`src/sv/tmcw_pkg.sv`:
```
`timescale 1ns / 1ps
// ----------------------------------------------------------------------------
// tmcw_pkg
// Shared constants, types and codes of the text-mode console writer.
// ----------------------------------------------------------------------------
package tmcw_pkg;

	// screen geometry
	localparam int COLUMNS    = 80;
	localparam int ROWS       = 25;
	localparam int CELL_COUNT = ROWS * COLUMNS;

	localparam int ADDR_W = $clog2(CELL_COUNT);
	localparam int ROW_W  = $clog2(ROWS);
	localparam int COL_W  = $clog2(COLUMNS);
	// width of row * COLUMNS + column for any 8-bit row and column
	localparam int WIDE_W = $clog2(255 * COLUMNS + 256);

	// port field widths
	localparam int REQ_W     = 2;
	localparam int BYTE_W    = 8;
	localparam int CELL_W    = 16;
	localparam int OUT_ROW_W = 5;
	localparam int OUT_COL_W = 7;
	localparam int OUT_OFF_W = 11;

	localparam logic [BYTE_W-1:0] BLANK_CHAR     = 8'd32;
	localparam logic [BYTE_W-1:0] NEWLINE_CHAR   = 8'd10;
	localparam logic [BYTE_W-1:0] TEXT_COLOR_RST = 8'd7;

	// configuration register indexes
	localparam int CFG_IDX_W  = 1;
	localparam int CFG_DATA_W = 8;
	localparam logic [CFG_IDX_W-1:0] CFG_TEXT_COLOR  = 1'd0;
	localparam logic [CFG_IDX_W-1:0] CFG_AUTO_SCROLL = 1'd1;

	// command queue between front and back
	localparam int QDEPTH  = 2;
	localparam int QPTR_W  = $clog2(QDEPTH);
	localparam int QCNT_W  = $clog2(QDEPTH + 1);

	typedef enum logic [REQ_W-1:0] {
		OP_PUT_CHAR = 2'd0,
		OP_PUT_AT   = 2'd1,
		OP_CLEAR    = 2'd2,
		OP_READ     = 2'd3
	} op_t;

	typedef struct packed {
		op_t               op;
		logic              is_nl;
		logic [BYTE_W-1:0] ch;
		logic [BYTE_W-1:0] color;
		logic [ADDR_W-1:0] addr;
	} q_item_t;

	typedef struct packed {
		logic init_busy;
	} back_stat_t;

	typedef enum logic [2:0] {
		BK_IDLE,
		BK_READ,
		BK_COPY,
		BK_COPY_LAST,
		BK_FILL
	} bk_state_t;

endpackage

```
`src/sv/tmcw_req_if.sv`:
```
`timescale 1ns / 1ps
// ----------------------------------------------------------------------------
// tmcw_req_if
// Request channel: operation code, character, color and position.
// ----------------------------------------------------------------------------
interface tmcw_req_if;
	import tmcw_pkg::*;

	logic                valid;
	logic                ready;
	logic [REQ_W-1:0]    req_type;
	logic [BYTE_W-1:0]   char_code;
	logic [BYTE_W-1:0]   cell_color;
	logic [BYTE_W-1:0]   cell_row;
	logic [BYTE_W-1:0]   cell_column;

	modport source (
		output valid, req_type, char_code, cell_color, cell_row, cell_column,
		input  ready
	);
	modport sink (
		input  valid, req_type, char_code, cell_color, cell_row, cell_column,
		output ready
	);
endinterface

```
`src/sv/tmcw_front.sv`:
```
`timescale 1ns / 1ps
// ----------------------------------------------------------------------------
// tmcw_front
// Accept requests, map positions to cell addresses, queue them for the back.
// ----------------------------------------------------------------------------
module tmcw_front (
	input  logic                 clk,
	input  logic                 arst_n,
	tmcw_req_if.sink             req,
	input  tmcw_pkg::back_stat_t stat,
	output logic                 q_valid,
	output tmcw_pkg::q_item_t    q_item,
	input  logic                 q_pop
);
	import tmcw_pkg::*;

	q_item_t             entry_q [QDEPTH];
	logic [QPTR_W-1:0]   wr_ptr_q;
	logic [QPTR_W-1:0]   rd_ptr_q;
	logic [QCNT_W-1:0]   count_q;
	logic [WIDE_W-1:0]   lin_off;
	q_item_t             new_item;
	logic                push;

	// linear offset; anything past the screen lands on cell 0
	always_comb begin
		lin_off = WIDE_W'(req.cell_row) * WIDE_W'(COLUMNS) + WIDE_W'(req.cell_column);
		new_item.op    = op_t'(req.req_type);
		new_item.is_nl = (req.char_code == NEWLINE_CHAR);
		new_item.ch    = req.char_code;
		new_item.color = req.cell_color;
		new_item.addr  = (lin_off >= WIDE_W'(CELL_COUNT)) ? '0 : ADDR_W'(lin_off);
	end

	assign req.ready = !stat.init_busy && (count_q < QCNT_W'(QDEPTH));
	assign push      = req.valid && req.ready;
	assign q_valid   = (count_q != '0);
	assign q_item    = entry_q[rd_ptr_q];

	always_ff @(posedge clk) begin
		if (push) begin
			entry_q[wr_ptr_q] <= new_item;
		end
	end

	always_ff @(posedge clk or negedge arst_n) begin
		if (!arst_n) begin
			wr_ptr_q <= '0;
			rd_ptr_q <= '0;
			count_q  <= '0;
		end else begin
			if (push) begin
				wr_ptr_q <= wr_ptr_q + 1'b1;
			end
			if (q_pop) begin
				rd_ptr_q <= rd_ptr_q + 1'b1;
			end
			unique case ({push, q_pop})
				2'b10:   count_q <= count_q + 1'b1;
				2'b01:   count_q <= count_q - 1'b1;
				default: count_q <= count_q;
			endcase
		end
	end
endmodule

```
`src/flat_wrapper.sv`:
```
// flat-port wrapper written by rule: the top's interface ports become plain ports
module tmcw_front_flat import tmcw_pkg::*;
  (clk, arst_n, stat, q_valid, q_item, q_pop, req_valid, req_req_type, req_char_code, req_cell_color, req_cell_row, req_cell_column, req_ready);
  tmcw_req_if req_i ();
  input  logic clk;
  input  logic arst_n;
  input  tmcw_pkg::back_stat_t stat;
  output logic q_valid;
  output tmcw_pkg::q_item_t q_item;
  input  logic q_pop;
  input wire logic [$bits(req_i.valid)-1:0] req_valid;
  input wire logic [$bits(req_i.req_type)-1:0] req_req_type;
  input wire logic [$bits(req_i.char_code)-1:0] req_char_code;
  input wire logic [$bits(req_i.cell_color)-1:0] req_cell_color;
  input wire logic [$bits(req_i.cell_row)-1:0] req_cell_row;
  input wire logic [$bits(req_i.cell_column)-1:0] req_cell_column;
  output wire logic [$bits(req_i.ready)-1:0] req_ready;
  assign req_i.valid = req_valid;
  assign req_i.req_type = req_req_type;
  assign req_i.char_code = req_char_code;
  assign req_i.cell_color = req_cell_color;
  assign req_i.cell_row = req_cell_row;
  assign req_i.cell_column = req_cell_column;
  assign req_ready = req_i.ready;
  tmcw_front u_core (.clk(clk), .arst_n(arst_n), .req(req_i), .stat(stat), .q_valid(q_valid), .q_item(q_item), .q_pop(q_pop));
endmodule
```
`config.mk`:
```
export PLATFORM = sky130hd
export DESIGN_NAME = tmcw_front_flat
export DESIGN_NICKNAME = d
export VERILOG_FILES = /design/src/sv/tmcw_pkg.sv /design/src/sv/tmcw_req_if.sv /design/src/sv/tmcw_front.sv /design/src/flat_wrapper.sv
export SDC_FILE = /design/constraint.sdc
export NUM_CORES = 1
export LEC_CHECK = 0
export ABC_AREA = 1
export ABC_CLOCK_PERIOD_IN_PS = 2300
export BUFFER_PORTS_ARGS = -buffer_cell sky130_fd_sc_hd__buf_4
export CAP_MARGIN = 20
export CORE_UTILIZATION = 49
export DETAILED_ROUTE_END_ITERATION = 10
export GPL_ROUTABILITY_DRIVEN = 0
export PLACE_DENSITY = 0.76
export SLEW_MARGIN = 25
export SYNTH_ARGS = -nofsm -noshare
export SYNTH_HDL_FRONTEND = slang
export SYNTH_SLANG_ARGS = --single-unit
```
`constraint.sdc`:
```
create_clock -name clk -period 2.3 [get_ports clk]
set_clock_uncertainty 0.1 [all_clocks]
set_input_delay 0.69 -clock clk [delete_from_list [all_inputs] [get_ports clk]]
set_output_delay 0.69 -clock clk [all_outputs]
set_load 0.01 [all_outputs]
```
==> impl_metrics.tcl <==
set metrics [dict create \
    finalHoldViolations 0 \
    grt_usage 0.197 \
    setup_ws_ps -473 \
    relSlewSlack 0.769 \
    dpl.cell_count 438 \
    avgSynthCellArea_sq_um 12.2 \
    slew_viol_final 0 \
    cp_max_fo 6 \
    grt_overflow_total 0 \
    cpMostUsedCell "nand2_1" \
    fin_crit_ps 2770 \
    rows 29 \
    die_w_um 83.3 \
    finalWirelength_um 7040 \
    yosysSeqAreaShare 0.587 \
    hold_buffers 0 \
    die_h_um 83.3 \
    syn_nets 323 \
    irDropWorstVdd_v 0.000662 \
    critical_path_class "in2reg" \
    initial_utilization 0.510 \
    drtIter0Drc 120 \
    synthArstFlopShare 0.0625 \
    yosysTopAreaCellShare 0.556 \
    antenna_found_initial 0 \
    hp-class "in2async" \
    p_per_area_mw_per_mm2 952 \
    clock_latency_ps 330 \
    final_antenna_net_count 0 \
    core_area_sq_mm 0.00635 \
    critPathBufInv 2 \
    ioPinCount 71 \
    dieArea_sq_mm 0.00694 \
    violations "setup timing" \
    htreeDepth 3 \
    path_clk_slew_ps 70 \
    wl_per_cell_um 15.2 \
    grt_max_degree 27 \
    combPwrFrac 0.408 \
    num-fill-cells 412 \
    grt_pass1_wl_um 10600 \
    status "finished, violations left" \
    synth_largest_area_cell "edfxtp_1" \
    synthToLayoutAreaGrowth_pct 46.6 \
    num_antenna_cells 0 \
    cts_made_buffers 9 \
    fin_setup_tns_ps -10230 \
    synth_most_common_cell "edfxtp_1" \
    p_seq_frac 0.335 \
    timing.fmax_mhz 361 \
    slowest_stage "ha_1" \
    synth-seq-cells 64 \
    endpoint_kind "register" \
    pwr-share-clk 0.257 \
    fin_crit_sh 1.21 \
    routed-via-count 2369 \
    drive_gt1_frac 0.494 \
    p_sw_frac 0.292 \
    synth_area_sq_mm 0.00324 \
    clock_tree.buffer_depth 2 \
    leakage_nw 2.11 \
    portBuffers 70 \
    tritoncts "built" \
    synth.distinct_cells 28 \
    nets 438 \
    cap_violations 0 \
    drc 0 \
    fin_cells 462 \
    viasPerCell 5.13 \
    max_stage_delay_ps 330 \
    tightest_slew_ps 343 \
    final-setup-viol-count 22 \
    power.internal_mw 3.20 \
    dr.pass1.iters 4 \
    synthCells 265 \
    synth_commonest_cells "edfxtp_1 (60), nand2_1 (45), mux2_2 (30)" \
    pre_cts_slack_ps -873 \
    grt_pass1_vias 2273 \
    cp.arrival_ps 2760 \
    cts_root_buf "clkbuf_8" \
    synth.area.top_cells "edfxtp_1 (56%), mux2_2 (10%), ha_1 (6.6%)" \
    worst_ep_required_time_ps 2290 \
    dp_hpwl_um 4640 \
    synthFlopType "edfxtp_1" \
    critical_path.top_delay_family "adder cells" \
    worst_setup_path_start_kind "input pin" \
    synth_edf_count 60 \
    yosysWarnings 0 \
    rsz0062_at_grt "yes" \
    crit_chain "buf_8 -> ha_4 -> ha_4 -> ha_1 -> a21oi_1 -> nand2_1 -> nand2_1 -> nand2_1 -> nor2_1 -> nand3_1 -> nand2_1 -> nor2_2 -> nand2_2 -> buf_8 -> nor2_4" \
    clkSinkCount 64 \
    p_sw_mw 1.32 \
]
-- power by group through the flow --
stage	logic (mW)	registers, mW	clock network, mW
2_1_floorplan	0.828	1.49	0
3_3_place_gp	1.44	1.50	0
3_5_place_dp	1.46	1.51	0
4_1_cts	1.52	1.48	1.17
5_1_grt	1.98	1.52	1.23
6_report	1.85	1.51	1.16
-- cells in the final DEF (no fill, tap or decap), types with 5 or more instances in the layout --
master    count
nand2_1      42
nor2_1       12
nor2_2        5
mux2_2        5
ha_1         12
nand3_1      16
inv_1        23
edfxtp_1     60
clkbuf_8      9
mux2_4       25
buf_4        82
nor2_4       12
buf_6        19
a21oi_1       6
nand2_2       7
-- worst paths after layout --
kind	from	endpoint	slack (ps)	depth (start not counted)
worst max-delay path	req_cell_row[3]	u_core.entry_q[1][3]	-470	15
worst min-delay path	arst_n	u_core.rd_ptr_q	40	1
worst max register to register	u_core.count_q[1]	u_core.count_q[1]	590	6
worst min register to register	u_core.count_q[1]	u_core.count_q[1]	410	1
max in group asynchronous	arst_n	u_core.rd_ptr_q	1950	1
min in group clk	u_core.count_q[1]	u_core.count_q[1]	410	1
-- logic make-up (layout without fill, tap and decap cells) --
group | after synthesis | in the layout | share of synthesized area
compound gates | 10 | 10 | 0.0181
xor+xnor | 6 | 6 | 0.0162
simple gates | 108 | 108 | 0.162
mux | 30 | 30 | 0.104
flops | 64 | 64 | 0.587
buf+inv | 28 | 148 | 0.0347
fa+ha+maj | 19 | 19 | 0.0780
-- repair_timing --
item,CTS,global route
endpoints found under the setup margin,22,39
gates cloned,0,3
resized for setup,19,45
buffers inserted,3,2
pin swaps,23,3
-- state kept, by name, summed over array words and instances (netlist names) --
signal / count
u_core.wr_ptr_q: 1
u_core.count_q: 2
u_core.entry_q: 60
u_core.rd_ptr_q: 1
-- area by class of cell --
| type | count | area [sq um] | share of cell area |
|---|---|---|---|
| Clock buffer | 9 | 124 | 0.0261 |
| Inverter | 24 | 90.1 | 0.0190 |
| Tap cell | 77 | 96.3 | 0.0203 |
| Multi-Input combinational cell | 173 | 1450 | 0.305 |
| Clock inverter | 7 | 119 | 0.0250 |
| Sequential cell | 64 | 1900 | 0.401 |
| Timing Repair Buffer | 108 | 970 | 0.204 |
-- metrics by stage --
step           hold WS [ps]  utilization  power (mW)  instance area (sq um)
5_1_grt                19.5        0.748        4.74                   4750
6_report               42.1        0.748        4.52                   4750
4_1_cts                25.4        0.708        4.18                   4500
3_5_place_dp            390        0.653        2.97                   4150
3_3_place_gp            378        0.653        2.94                   4150
2_1_floorplan           294            -        2.32                   3280
-- per-layer routing --
layer / up-vias / share of wire / global-route usage
li1: 1157 / - / -
met3: 10 / 0.044 / 0.0567
met4: 0 / 0.015 / 0.0705
met5: - / 0 / 0
met1: 1133 / 0.43 / 0.249
met2: 69 / 0.51 / 0.323
Power figures use the tool's default switching activity.
